==> src/rtl/gravity_vector_smoother_unit_assert.svh <==
// ---------------------------------------------------------------------------
// Assertion macros for the gravity vector smoother.
// Same-cycle and next-cycle implication checks, disabled while reset is high.
// ---------------------------------------------------------------------------
`ifndef GRAVITY_VECTOR_SMOOTHER_UNIT_ASSERT_SVH
`define GRAVITY_VECTOR_SMOOTHER_UNIT_ASSERT_SVH

// cons must hold in the same cycle as ante
`define GVS_ASSERT_SAME(lbl, clk, rst, ante, cons, msg) \
   lbl: assert property (@(posedge clk) disable iff (rst) (ante) |-> (cons)) \
      else $error(msg);

// cons must hold in the cycle after ante
`define GVS_ASSERT_NEXT(lbl, clk, rst, ante, cons, msg) \
   lbl: assert property (@(posedge clk) disable iff (rst) (ante) |=> (cons)) \
      else $error(msg);

`endif

==> src/rtl/gvs_pkg.sv <==
// ---------------------------------------------------------------------------
// gvs_pkg
// Types and constants shared by the gravity vector smoother modules.
// ---------------------------------------------------------------------------
package gvs_pkg;

   localparam int GVS_SAMPLE_W   = 16;
   localparam int GVS_ALPHA_W    = 9;
   localparam int GVS_LIMIT_W    = 15;
   localparam int GVS_CSR_IDX_W  = 3;
   localparam int GVS_CSR_DATA_W = 15;

   // 1/9.80665 in Q0.16
   localparam logic signed [15:0] GVS_INV_G = 16'sd6683;

   localparam logic [GVS_ALPHA_W-1:0] GVS_ALPHA_ONE = 9'd256;

   // register indexes
   localparam logic [GVS_CSR_IDX_W-1:0] GVS_CSR_ALPHA     = 3'd0;
   localparam logic [GVS_CSR_IDX_W-1:0] GVS_CSR_CLAMP     = 3'd1;
   localparam logic [GVS_CSR_IDX_W-1:0] GVS_CSR_THRESHOLD = 3'd2;
   localparam logic [GVS_CSR_IDX_W-1:0] GVS_CSR_SWAP_XY   = 3'd3;
   localparam logic [GVS_CSR_IDX_W-1:0] GVS_CSR_NEGATE_X  = 3'd4;
   localparam logic [GVS_CSR_IDX_W-1:0] GVS_CSR_NEGATE_Y  = 3'd5;

   // register reset values
   localparam logic [GVS_ALPHA_W-1:0] GVS_RST_ALPHA     = 9'd102;
   localparam logic [GVS_LIMIT_W-1:0] GVS_RST_CLAMP     = 15'd384;
   localparam logic [GVS_LIMIT_W-1:0] GVS_RST_THRESHOLD = 15'd1280;

   // mid queue
   localparam int GVS_QDEPTH = 2;
   localparam int GVS_QPTR_W = $clog2(GVS_QDEPTH);
   localparam int GVS_QCNT_W = $clog2(GVS_QDEPTH + 1);

   typedef logic signed [GVS_SAMPLE_W-1:0] gvs_sample_type;

   typedef struct packed {
      gvs_sample_type accel_x;
      gvs_sample_type accel_y;
      gvs_sample_type accel_z;
   } gvs_req_type;

   typedef struct packed {
      gvs_sample_type grav_x;
      gvs_sample_type grav_y;
      gvs_sample_type grav_z;
   } gvs_rsp_type;

   // clamped gravity vector handed from front to back
   typedef struct packed {
      gvs_sample_type x;
      gvs_sample_type y;
      gvs_sample_type z;
   } gvs_vec_type;

   typedef struct packed {
      logic [GVS_ALPHA_W-1:0] alpha;
      logic [GVS_LIMIT_W-1:0] clamp_limit;
      logic [GVS_LIMIT_W-1:0] scale_threshold;
      logic                   swap_xy;
      logic                   negate_x;
      logic                   negate_y;
   } gvs_cfg_type;

endpackage

==> src/rtl/gvs_front.sv <==
// ---------------------------------------------------------------------------
// gvs_front
// Takes samples, detects m/s^2 units, rescales, maps axes and clamps.
// ---------------------------------------------------------------------------
module gvs_front import gvs_pkg::*; (
   input  logic        clock,
   input  logic        reset,
   input  gvs_cfg_type cfg,
   input  logic        req_push,
   output logic        req_full,
   input  gvs_req_type req_data,
   output logic        q_push,
   output gvs_vec_type q_data,
   input  logic        q_full
);

   function automatic gvs_sample_type neg_sat(input gvs_sample_type v);
      gvs_sample_type r;
      if (v == {1'b1, {(GVS_SAMPLE_W-1){1'b0}}}) begin
         r = {1'b0, {(GVS_SAMPLE_W-1){1'b1}}};
      end else begin
         r = -v;
      end
      return r;
   endfunction

   function automatic gvs_sample_type clamp_axis(input gvs_sample_type v,
                                                 input gvs_sample_type lim);
      gvs_sample_type r;
      if (v < -lim) begin
         r = -lim;
      end else if (v > lim) begin
         r = lim;
      end else begin
         r = v;
      end
      return r;
   endfunction

   gvs_sample_type in_ax [3];
   gvs_sample_type raw_ff [3];
   gvs_sample_type scl_ff [3];
   gvs_sample_type scl_in [3];
   logic [30:0]    sq_ff [3];
   logic [30:0]    sq_in [3];
   logic [29:0]    thr2_ff;
   logic [29:0]    thr2_in;
   logic           a_valid_ff;
   logic           a_valid_in;
   logic           accept;

   logic [31:0]    mag2;
   logic           in_mps2;
   gvs_sample_type sel [3];
   gvs_sample_type gx;
   gvs_sample_type gy;
   gvs_sample_type lim;

   assign in_ax[0] = req_data.accel_x;
   assign in_ax[1] = req_data.accel_y;
   assign in_ax[2] = req_data.accel_z;

   // stage A: squares and rescaled copies
   always_comb begin
      logic signed [16:0] ext;
      logic [16:0]        mag;
      logic [33:0]        sqw;
      logic signed [31:0] prod;
      for (int i = 0; i < 3; i++) begin
         ext       = 17'(in_ax[i]);
         mag       = ext[16] ? 17'(-ext) : 17'(ext);
         sqw       = 34'(mag) * 34'(mag);
         sq_in[i]  = sqw[30:0];
         prod      = 32'(in_ax[i]) * 32'(GVS_INV_G);
         scl_in[i] = prod[31:16];
      end
   end

   assign thr2_in = 30'(cfg.scale_threshold) * 30'(cfg.scale_threshold);

   assign req_full   = a_valid_ff & q_full;
   assign accept     = req_push & ~req_full;
   assign q_push     = a_valid_ff & ~q_full;
   assign a_valid_in = accept | (a_valid_ff & ~q_push);

   always_ff @(posedge clock) begin
      if (reset) begin
         a_valid_ff <= 1'b0;
      end else begin
         a_valid_ff <= a_valid_in;
      end
   end

   always_ff @(posedge clock) begin
      if (accept) begin
         raw_ff  <= in_ax;
         scl_ff  <= scl_in;
         sq_ff   <= sq_in;
         thr2_ff <= thr2_in;
      end
   end

   // stage B: strict magnitude compare, select, map, clamp
   assign mag2    = 32'(sq_ff[0]) + 32'(sq_ff[1]) + 32'(sq_ff[2]);
   assign in_mps2 = mag2 > 32'(thr2_ff);
   assign lim     = {1'b0, cfg.clamp_limit};

   always_comb begin
      for (int i = 0; i < 3; i++) begin
         sel[i] = in_mps2 ? scl_ff[i] : raw_ff[i];
      end
      gx = cfg.swap_xy ? sel[1] : sel[0];
      gy = cfg.swap_xy ? sel[0] : sel[1];
      if (cfg.negate_x) begin
         gx = neg_sat(gx);
      end
      if (cfg.negate_y) begin
         gy = neg_sat(gy);
      end
      q_data.x = clamp_axis(gx, lim);
      q_data.y = clamp_axis(gy, lim);
      q_data.z = clamp_axis(sel[2], lim);
   end

endmodule

==> src/rtl/gvs_fifo.sv <==
// ---------------------------------------------------------------------------
// gvs_fifo
// Short queue between front and back; head word shown while not empty.
// ---------------------------------------------------------------------------
module gvs_fifo import gvs_pkg::*; (
   input  logic        clock,
   input  logic        reset,
   input  logic        push,
   input  gvs_vec_type wdata,
   output logic        full,
   input  logic        pop,
   output logic        empty,
   output gvs_vec_type rdata
);

   gvs_vec_type           slot_ff [GVS_QDEPTH];
   logic [GVS_QPTR_W-1:0] wr_ptr_ff;
   logic [GVS_QPTR_W-1:0] wr_ptr_in;
   logic [GVS_QPTR_W-1:0] rd_ptr_ff;
   logic [GVS_QPTR_W-1:0] rd_ptr_in;
   logic [GVS_QCNT_W-1:0] count_ff;
   logic [GVS_QCNT_W-1:0] count_in;
   logic                  do_push;
   logic                  do_pop;

   localparam logic [GVS_QPTR_W-1:0] PTR_LAST = GVS_QPTR_W'(GVS_QDEPTH - 1);
   localparam logic [GVS_QCNT_W-1:0] CNT_FULL = GVS_QCNT_W'(GVS_QDEPTH);

   assign full    = count_ff == CNT_FULL;
   assign empty   = count_ff == '0;
   assign rdata   = slot_ff[rd_ptr_ff];
   assign do_push = push & ~full;
   assign do_pop  = pop & ~empty;

   always_comb begin
      wr_ptr_in = wr_ptr_ff;
      rd_ptr_in = rd_ptr_ff;
      count_in  = count_ff;
      if (do_push) begin
         wr_ptr_in = (wr_ptr_ff == PTR_LAST) ? '0 : wr_ptr_ff + 1'b1;
      end
      if (do_pop) begin
         rd_ptr_in = (rd_ptr_ff == PTR_LAST) ? '0 : rd_ptr_ff + 1'b1;
      end
      if (do_push && !do_pop) begin
         count_in = count_ff + 1'b1;
      end else if (do_pop && !do_push) begin
         count_in = count_ff - 1'b1;
      end
   end

   always_ff @(posedge clock) begin
      if (reset) begin
         wr_ptr_ff <= '0;
         rd_ptr_ff <= '0;
         count_ff  <= '0;
      end else begin
         wr_ptr_ff <= wr_ptr_in;
         rd_ptr_ff <= rd_ptr_in;
         count_ff  <= count_in;
      end
   end

   always_ff @(posedge clock) begin
      if (do_push) begin
         slot_ff[wr_ptr_ff] <= wdata;
      end
   end

endmodule

==> src/rtl/gvs_back.sv <==
// ---------------------------------------------------------------------------
// gvs_back
// One-pole low-pass per axis: multiply, then accumulate into filter state.
// ---------------------------------------------------------------------------
`include "gravity_vector_smoother_unit_assert.svh"

module gvs_back import gvs_pkg::*; (
   input  logic        clock,
   input  logic        reset,
   input  gvs_cfg_type cfg,
   input  logic        q_empty,
   input  gvs_vec_type q_head,
   output logic        q_pop,
   output logic        rsp_empty,
   input  logic        rsp_pop,
   output gvs_rsp_type rsp_data
);

   typedef enum logic [1:0] {
      ST_IDLE   = 2'b01,
      ST_UPDATE = 2'b10
   } gvs_back_state_type;

   gvs_back_state_type     state_ff;
   gvs_back_state_type     state_in;
   logic signed [26:0]     prod_ff [3];
   logic signed [26:0]     prod_in [3];
   gvs_sample_type         filt_ff [3];
   gvs_sample_type         filt_in [3];
   gvs_sample_type         g [3];
   gvs_rsp_type            out_ff;
   logic                   out_valid_ff;
   logic                   out_valid_in;
   logic [GVS_ALPHA_W-1:0] alpha_sat;
   logic                   upd_fire;

   assign g[0] = q_head.x;
   assign g[1] = q_head.y;
   assign g[2] = q_head.z;

   assign alpha_sat = (cfg.alpha > GVS_ALPHA_ONE) ? GVS_ALPHA_ONE : cfg.alpha;
   assign q_pop     = (state_ff == ST_IDLE) & ~q_empty;
   assign upd_fire  = (state_ff == ST_UPDATE) & (~out_valid_ff | rsp_pop);

   // alpha * (g - f)
   always_comb begin
      logic signed [16:0] diff;
      for (int i = 0; i < 3; i++) begin
         diff       = 17'(g[i]) - 17'(filt_ff[i]);
         prod_in[i] = 27'(diff) * 27'(signed'({1'b0, alpha_sat}));
      end
   end

   // f += prod >>> 8 (floor)
   always_comb begin
      logic signed [18:0] step;
      logic signed [18:0] acc;
      for (int i = 0; i < 3; i++) begin
         step       = prod_ff[i][26:8];
         acc        = 19'(filt_ff[i]) + step;
         filt_in[i] = acc[15:0];
      end
   end

   always_comb begin
      state_in = state_ff;
      case (state_ff)
         ST_IDLE: begin
            if (q_pop) begin
               state_in = ST_UPDATE;
            end
         end
         ST_UPDATE: begin
            if (upd_fire) begin
               state_in = ST_IDLE;
            end
         end
         default: begin
            state_in = ST_IDLE;
         end
      endcase
   end

   assign out_valid_in = upd_fire | (out_valid_ff & ~rsp_pop);

   always_ff @(posedge clock) begin
      if (reset) begin
         state_ff     <= ST_IDLE;
         out_valid_ff <= 1'b0;
         for (int i = 0; i < 3; i++) begin
            filt_ff[i] <= '0;
         end
      end else begin
         state_ff     <= state_in;
         out_valid_ff <= out_valid_in;
         if (upd_fire) begin
            filt_ff <= filt_in;
         end
      end
   end

   always_ff @(posedge clock) begin
      if (q_pop) begin
         prod_ff <= prod_in;
      end
      if (upd_fire) begin
         out_ff.grav_x <= filt_in[0];
         out_ff.grav_y <= filt_in[1];
         out_ff.grav_z <= filt_in[2];
      end
   end

   assign rsp_empty = ~out_valid_ff;
   assign rsp_data  = out_ff;

   `GVS_ASSERT_NEXT(a_pop_to_update, clock, reset, q_pop, state_ff == ST_UPDATE, "pop did not start update")
   `GVS_ASSERT_NEXT(a_update_shows, clock, reset, upd_fire, !rsp_empty, "update left no word")
   `GVS_ASSERT_NEXT(a_filt_hold, clock, reset, !upd_fire, $stable(filt_ff[0]) && $stable(filt_ff[1]) && $stable(filt_ff[2]), "filter moved without update")

endmodule

==> src/rtl/gravity_vector_smoother_unit.sv <==
// ---------------------------------------------------------------------------
// gravity_vector_smoother_unit
// Accelerometer sample in, low-pass filtered gravity vector out.
// ---------------------------------------------------------------------------
//  channel | ports                              | word
//  --------+------------------------------------+-----------------------------
//  req     | req_push, req_full, req_data       | accel_x/y/z, Q8.8 signed
//  rsp     | rsp_empty, rsp_pop, rsp_data       | grav_x/y/z, Q8.8 g signed
//  csr     | csr_write, csr_index, csr_wdata    | 6 registers, write only
//
//  The back end takes a new word from the queue only after its filter loop
//  is done with the last (multiply, then accumulate into filter state).
//  When nothing stalls, rsp_empty falls once a word has passed the front
//  register, the queue, the product register and the result register.
//  Front keeps taking words while the back end or rsp stalls, until the
//  2-entry queue and the front register fill; req_full then rises.
//  Synchronous reset restores register defaults and zeros filter state.
// ---------------------------------------------------------------------------
module gravity_vector_smoother_unit import gvs_pkg::*; (
   input  logic                      clock,
   input  logic                      reset,
   // input words
   input  logic                      req_push,
   output logic                      req_full,
   input  gvs_req_type               req_data,
   // result words
   output logic                      rsp_empty,
   input  logic                      rsp_pop,
   output gvs_rsp_type               rsp_data,
   // register writes
   input  logic                      csr_write,
   input  logic [GVS_CSR_IDX_W-1:0]  csr_index,
   input  logic [GVS_CSR_DATA_W-1:0] csr_wdata
);

   gvs_cfg_type cfg_ff;
   gvs_cfg_type cfg_in;

   logic        q_push;
   logic        q_full;
   logic        q_pop;
   logic        q_empty;
   gvs_vec_type q_wdata;
   gvs_vec_type q_head;

   // register file: unused indexes drop the write, wide data is truncated
   always_comb begin
      cfg_in = cfg_ff;
      if (csr_write) begin
         case (csr_index)
            GVS_CSR_ALPHA:     cfg_in.alpha           = csr_wdata[GVS_ALPHA_W-1:0];
            GVS_CSR_CLAMP:     cfg_in.clamp_limit     = csr_wdata[GVS_LIMIT_W-1:0];
            GVS_CSR_THRESHOLD: cfg_in.scale_threshold = csr_wdata[GVS_LIMIT_W-1:0];
            GVS_CSR_SWAP_XY:   cfg_in.swap_xy         = csr_wdata[0];
            GVS_CSR_NEGATE_X:  cfg_in.negate_x        = csr_wdata[0];
            GVS_CSR_NEGATE_Y:  cfg_in.negate_y        = csr_wdata[0];
            default: begin
               cfg_in = cfg_ff;
            end
         endcase
      end
   end

   always_ff @(posedge clock) begin
      if (reset) begin
         cfg_ff.alpha           <= GVS_RST_ALPHA;
         cfg_ff.clamp_limit     <= GVS_RST_CLAMP;
         cfg_ff.scale_threshold <= GVS_RST_THRESHOLD;
         cfg_ff.swap_xy         <= 1'b0;
         cfg_ff.negate_x        <= 1'b1;
         cfg_ff.negate_y        <= 1'b1;
      end else begin
         cfg_ff <= cfg_in;
      end
   end

   // front: unit detect, rescale, axis map, clamp
   gvs_front u_front (
      .clock    (clock),
      .reset    (reset),
      .cfg      (cfg_ff),
      .req_push (req_push),
      .req_full (req_full),
      .req_data (req_data),
      .q_push   (q_push),
      .q_data   (q_wdata),
      .q_full   (q_full)
   );

   // decoupling queue
   gvs_fifo u_fifo (
      .clock (clock),
      .reset (reset),
      .push  (q_push),
      .wdata (q_wdata),
      .full  (q_full),
      .pop   (q_pop),
      .empty (q_empty),
      .rdata (q_head)
   );

   // back: per-axis low-pass and result register
   gvs_back u_back (
      .clock     (clock),
      .reset     (reset),
      .cfg       (cfg_ff),
      .q_empty   (q_empty),
      .q_head    (q_head),
      .q_pop     (q_pop),
      .rsp_empty (rsp_empty),
      .rsp_pop   (rsp_pop),
      .rsp_data  (rsp_data)
   );

endmodule
==> config.mk <==
export PLATFORM = sky130hd
export DESIGN_NAME = gravity_vector_smoother_unit
export DESIGN_NICKNAME = d
export VERILOG_FILES = /design/src/rtl/gvs_pkg.sv /design/src/rtl/gvs_front.sv /design/src/rtl/gvs_fifo.sv /design/src/rtl/gvs_back.sv /design/src/rtl/gravity_vector_smoother_unit.sv
export VERILOG_INCLUDE_DIRS = /design/src /design/src/rtl
export SDC_FILE = /design/constraint.sdc
export NUM_CORES = 2
export LEC_CHECK = 0
export ABC_AREA = 1
export BUFFER_PORTS_ARGS = -buffer_cell sky130_fd_sc_hd__buf_4
export CAP_MARGIN = 20
export CORE_ASPECT_RATIO = 0.8
export CORE_MARGIN = 10
export CORE_UTILIZATION = 45
export CTS_CLUSTER_SIZE = 12
export DETAILED_ROUTE_END_ITERATION = 16
export SLEW_MARGIN = 20
export SYNTH_ARGS = -nofsm -noshare
export SYNTH_HDL_FRONTEND = slang
export SYNTH_HIERARCHICAL = 1
export SYNTH_SLANG_ARGS = --single-unit
export TNS_END_PERCENT = 50
==> constraint.sdc <==
create_clock -name clock -period 34.6 [get_ports clock]
set_input_delay 6.92 -clock clock [delete_from_list [all_inputs] [get_ports clock]]
set_output_delay 6.92 -clock clock [all_outputs]
set_load 0.02 [all_outputs]
==> impl_results.md <==
* Initial DRT Pass Iterations at 6
* Num ports at 121
* Die span in y at 410 µm
* Unrepaired setup endpoints after global routing: no
* Share of cells above drive strength 1 at roughly 4.8%
* Post-Syn Area at 0.0856 mm²
* CTS resizes at 0
* Setup slack, reg-to-reg at roughly 24,000 ps
* Worst-margin pin slew at 1130 ps
* Vias post-DR at about 65,000
* Final ANT Viol Nets at 0
* Clock-pin slew on the worst setup and hold paths at ~70 ps
* Drt total wl at 229 mm
* Number of synthesized register bits at around 500
* Detailed Place HPWL at 191 mm
* Critical path arrival at roughly 15,000 ps
* Clock Path Buffers at 3
* CTS Sinks at a little under 500
* Worst Setup End Kind: flop
* Vias/cell at between 5 and 6
* Tmin final at 14,890 ps
* RePlAce Congestion at 0.955
* Final setup TNS at 0 ps
* Clock Skew at 43.1 ps
* Most frequent cells in the layout: 2,656 x inv_1, 1,561 x nand2_1, 1,286 x fa_1, 1,045 x ha_1, 779 x nor2_1
* Slowest-stage cell, CP: o21ai_0
* Root Buffer: clkbuf_16
* Port-buffer cells at 120
* Post-synth ARST share at 0%
* Hold path start: cfg_ff[13]
* Starting DRT DRC Count at approximately 5,200
* Hold Vio Cnt, Final at 0
* Full die area at 0.208 mm²
* Hold-fix buffers, CTS at 0
* Tot GR Track Use at 21.9%
* Vias in the first global route at 65,200
* Status: finished clean
* Gate Count Post-Synth at 10,100
* Top-area cell type share of the netlist area at between 30% and 40%
* Yosys warns at 6
* Main synth FF type: edfxtp_1
* Leading post-synthesis cells by cell area: fa_1 30%, ha_1 15%, edfxtp_1 14%
* Synth area leader: fa_1
* Nets at about 13,000
* Crit path largest cell delay at 540 ps
* Final setup violation count at 0
* Slew margin rel. at 24.0%
* Netlist cell types at 68
* Critical path's top delay family: adder cells
* Core area at around 0.19 mm²
* Row cnt at 143
* Worst R2R End: u_fifo/slot_ff[0][16]
* Hold Path Sink: cfg_ff[13]
* Fmax at 67.1 MHz
* H-tree depth at 2
* Largest net degree at the start of global routing at 160
* Layout area overhead at 6.65%
* Maximum capacitance violations at 0
* Die X at 508 µm
* Post-CTS setup buffer count at 0
* First-pass GRT wire length at 365 mm
* CTS Buf Count at 60
* Hold WC Path Type: flop to flop
* Setup CP Type: input port to flop
* Sequential-to-total area share from yosys stat at 16.3%
* Reg2Reg Depth at 49
* Worst skew pair latency at between 700 and 800 ps
* TritonCTS clock tree: done
* Filler instances at 18,400
* Hold depth at 2
* Crit Path Max Fanout at 16
* Buffers and inverters on the worst path at 10
* GRT overflow at 0
* Initial antenna violation count at 16
* CP required at 35,060 ps
* Slew Limit Fails at 0
* Starting density of the core at 45.2%
* Most common cell after layout, fill and taps aside: inv_1
* Post-route DRC at 0
* Startpoint Class: input port
* Mean post-synth cell area at approximately 8.5 µm²
* Routed len/inst at 18.0 µm
* Number of enable flip-flop cells after synthesis at between 300 and 400
* Reg2reg start: u_front/sq_ff[13]
* Final period utilization at 43.0%
[synth_stat cells, types with 11 or more instances]
| cell | number |
|---|---|
| inv_1 | 2657 |
| o21ai_1 | 14 |
| nand3_1 | 405 |
| a21o_1 | 35 |
| dfxtp_1 | 99 |
| a21oi_1 | 490 |
| buf_2 | 22 |
| o31ai_1 | 16 |
| nor2_1 | 786 |
| nor3_1 | 35 |
| or2_2 | 28 |
| xor2_1 | 259 |
| mux2_2 | 32 |
| inv_2 | 21 |
| buf_6 | 12 |
| ha_1 | 1045 |
| nand4_1 | 34 |
| clkbuf_1 | 124 |
| nand3b_1 | 20 |
| a21boi_0 | 13 |
| o21bai_1 | 22 |
| fa_1 | 1286 |
| nand3_2 | 11 |
| clkinv_1 | 12 |
| mux2_4 | 20 |
| xnor2_1 | 122 |
| o21ai_0 | 281 |
| a31oi_1 | 13 |
| nand2_2 | 43 |
| nand2_1 | 1562 |
| buf_1 | 16 |
| edfxtp_1 | 398 |
[sequential cells by signal, indices dropped and copies added (netlist names), named ones only]
register,cells
u_fifo/slot_ff,96
u_back/prod_ff,48
u_fifo/rd_ptr_ff,1
u_back/filt_ff,48
u_front/sq_ff,87
u_back/rsp_data,48
u_front/a_valid_ff,1
u_front/thr2_ff,29
u_fifo/wr_ptr_ff,1
u_front/raw_ff,48
u_back/state_ff,2
u_back/out_valid_ff,1
u_fifo/count_ff,2
u_front/scl_ff,42
cfg_ff,42
[per-stage QoR]
stage                     worst slack, ps  std cells  utilization (%)  hold WS, ps  instance area (µm²)
final                               19710      12700             48.2          481                91300
after global routing                19200      12700             48.2          521                91300
after CTS                           19830      12700             48.1          485                91300
after detailed placement            19090      12600             47.1          468                89300
after global placement              19100      12600             47.1          454                89300
after floorplan                     18380      10100                -          442                85700
[layout make-up]
class,count,area [µm²],area share (%)
Multi-Input combinational cell,6734,60900,66.7
Sequential cell,497,13900,15.3
Inverter,2691,10100,11.1
Tap cell,2537,3170,3.48
Clock buffer,85,1720,1.88
Timing Repair Buffer,159,1210,1.32
Clock inverter,28,288,0.315
Antenna cell,6,15.0,0.0164
[worst reg2reg max path: cells and delay by family, from the launching register on]
family	cells	cell delay, ps
buffers and inverters	6	1130
and+or+nand+nor	27	4480
AOI/OAI and AO/OA	9	1490
xor gates and xnor gates	2	760
DFF	1	400
adders and majority gates	5	1750
[per-layer routing]
metal,up-vias,global-route usage [%],wire [µm]
met5,-,0,57
met1,31700,33.3,110000
met2,1841,33.0,98700
met4,8,4.53,4720
li1,30800,-,-
met3,207,3.11,15300
[kinds of logic (layout without fill, tap and decap cells)]
kind of cell | Yosys count | in the layout | synth area share, %
compound gates | 971 | 971 | 6.31
xor+xnor | 390 | 390 | 4.07
fa+ha+maj | 2331 | 2331 | 45.3
buf+inv | 2870 | 2963 | 12.7
flops | 497 | 497 | 16.3
mux | 55 | 55 | 0.807
other cells | 2 | 15 | 0.00877
simple gates | 2978 | 2978 | 14.5
[worst max-delay path by stage]
| stage | start | to | slack (ps) | depth (start not counted) |
|---|---|---|---|---|
| 3_3_place_gp | req_data[0] | u_front/sq_ff[29] | 19100 | 38 |
| 6_report | req_data[0] | u_front/sq_ff[29] | 19710 | 38 |
| 2_1_floorplan | req_push | u_front/raw_ff[0] | 18380 | 2 |
| 5_1_grt | req_data[0] | u_front/sq_ff[29] | 19200 | 38 |
| 3_5_place_dp | req_data[0] | u_front/sq_ff[29] | 19090 | 38 |
| 4_1_cts | req_data[0] | u_front/sq_ff[29] | 19830 | 38 |
Power is left out: the tool's default activity adds up to more than one toggle a clock period on the data nets, which glitch-free logic cannot reach.
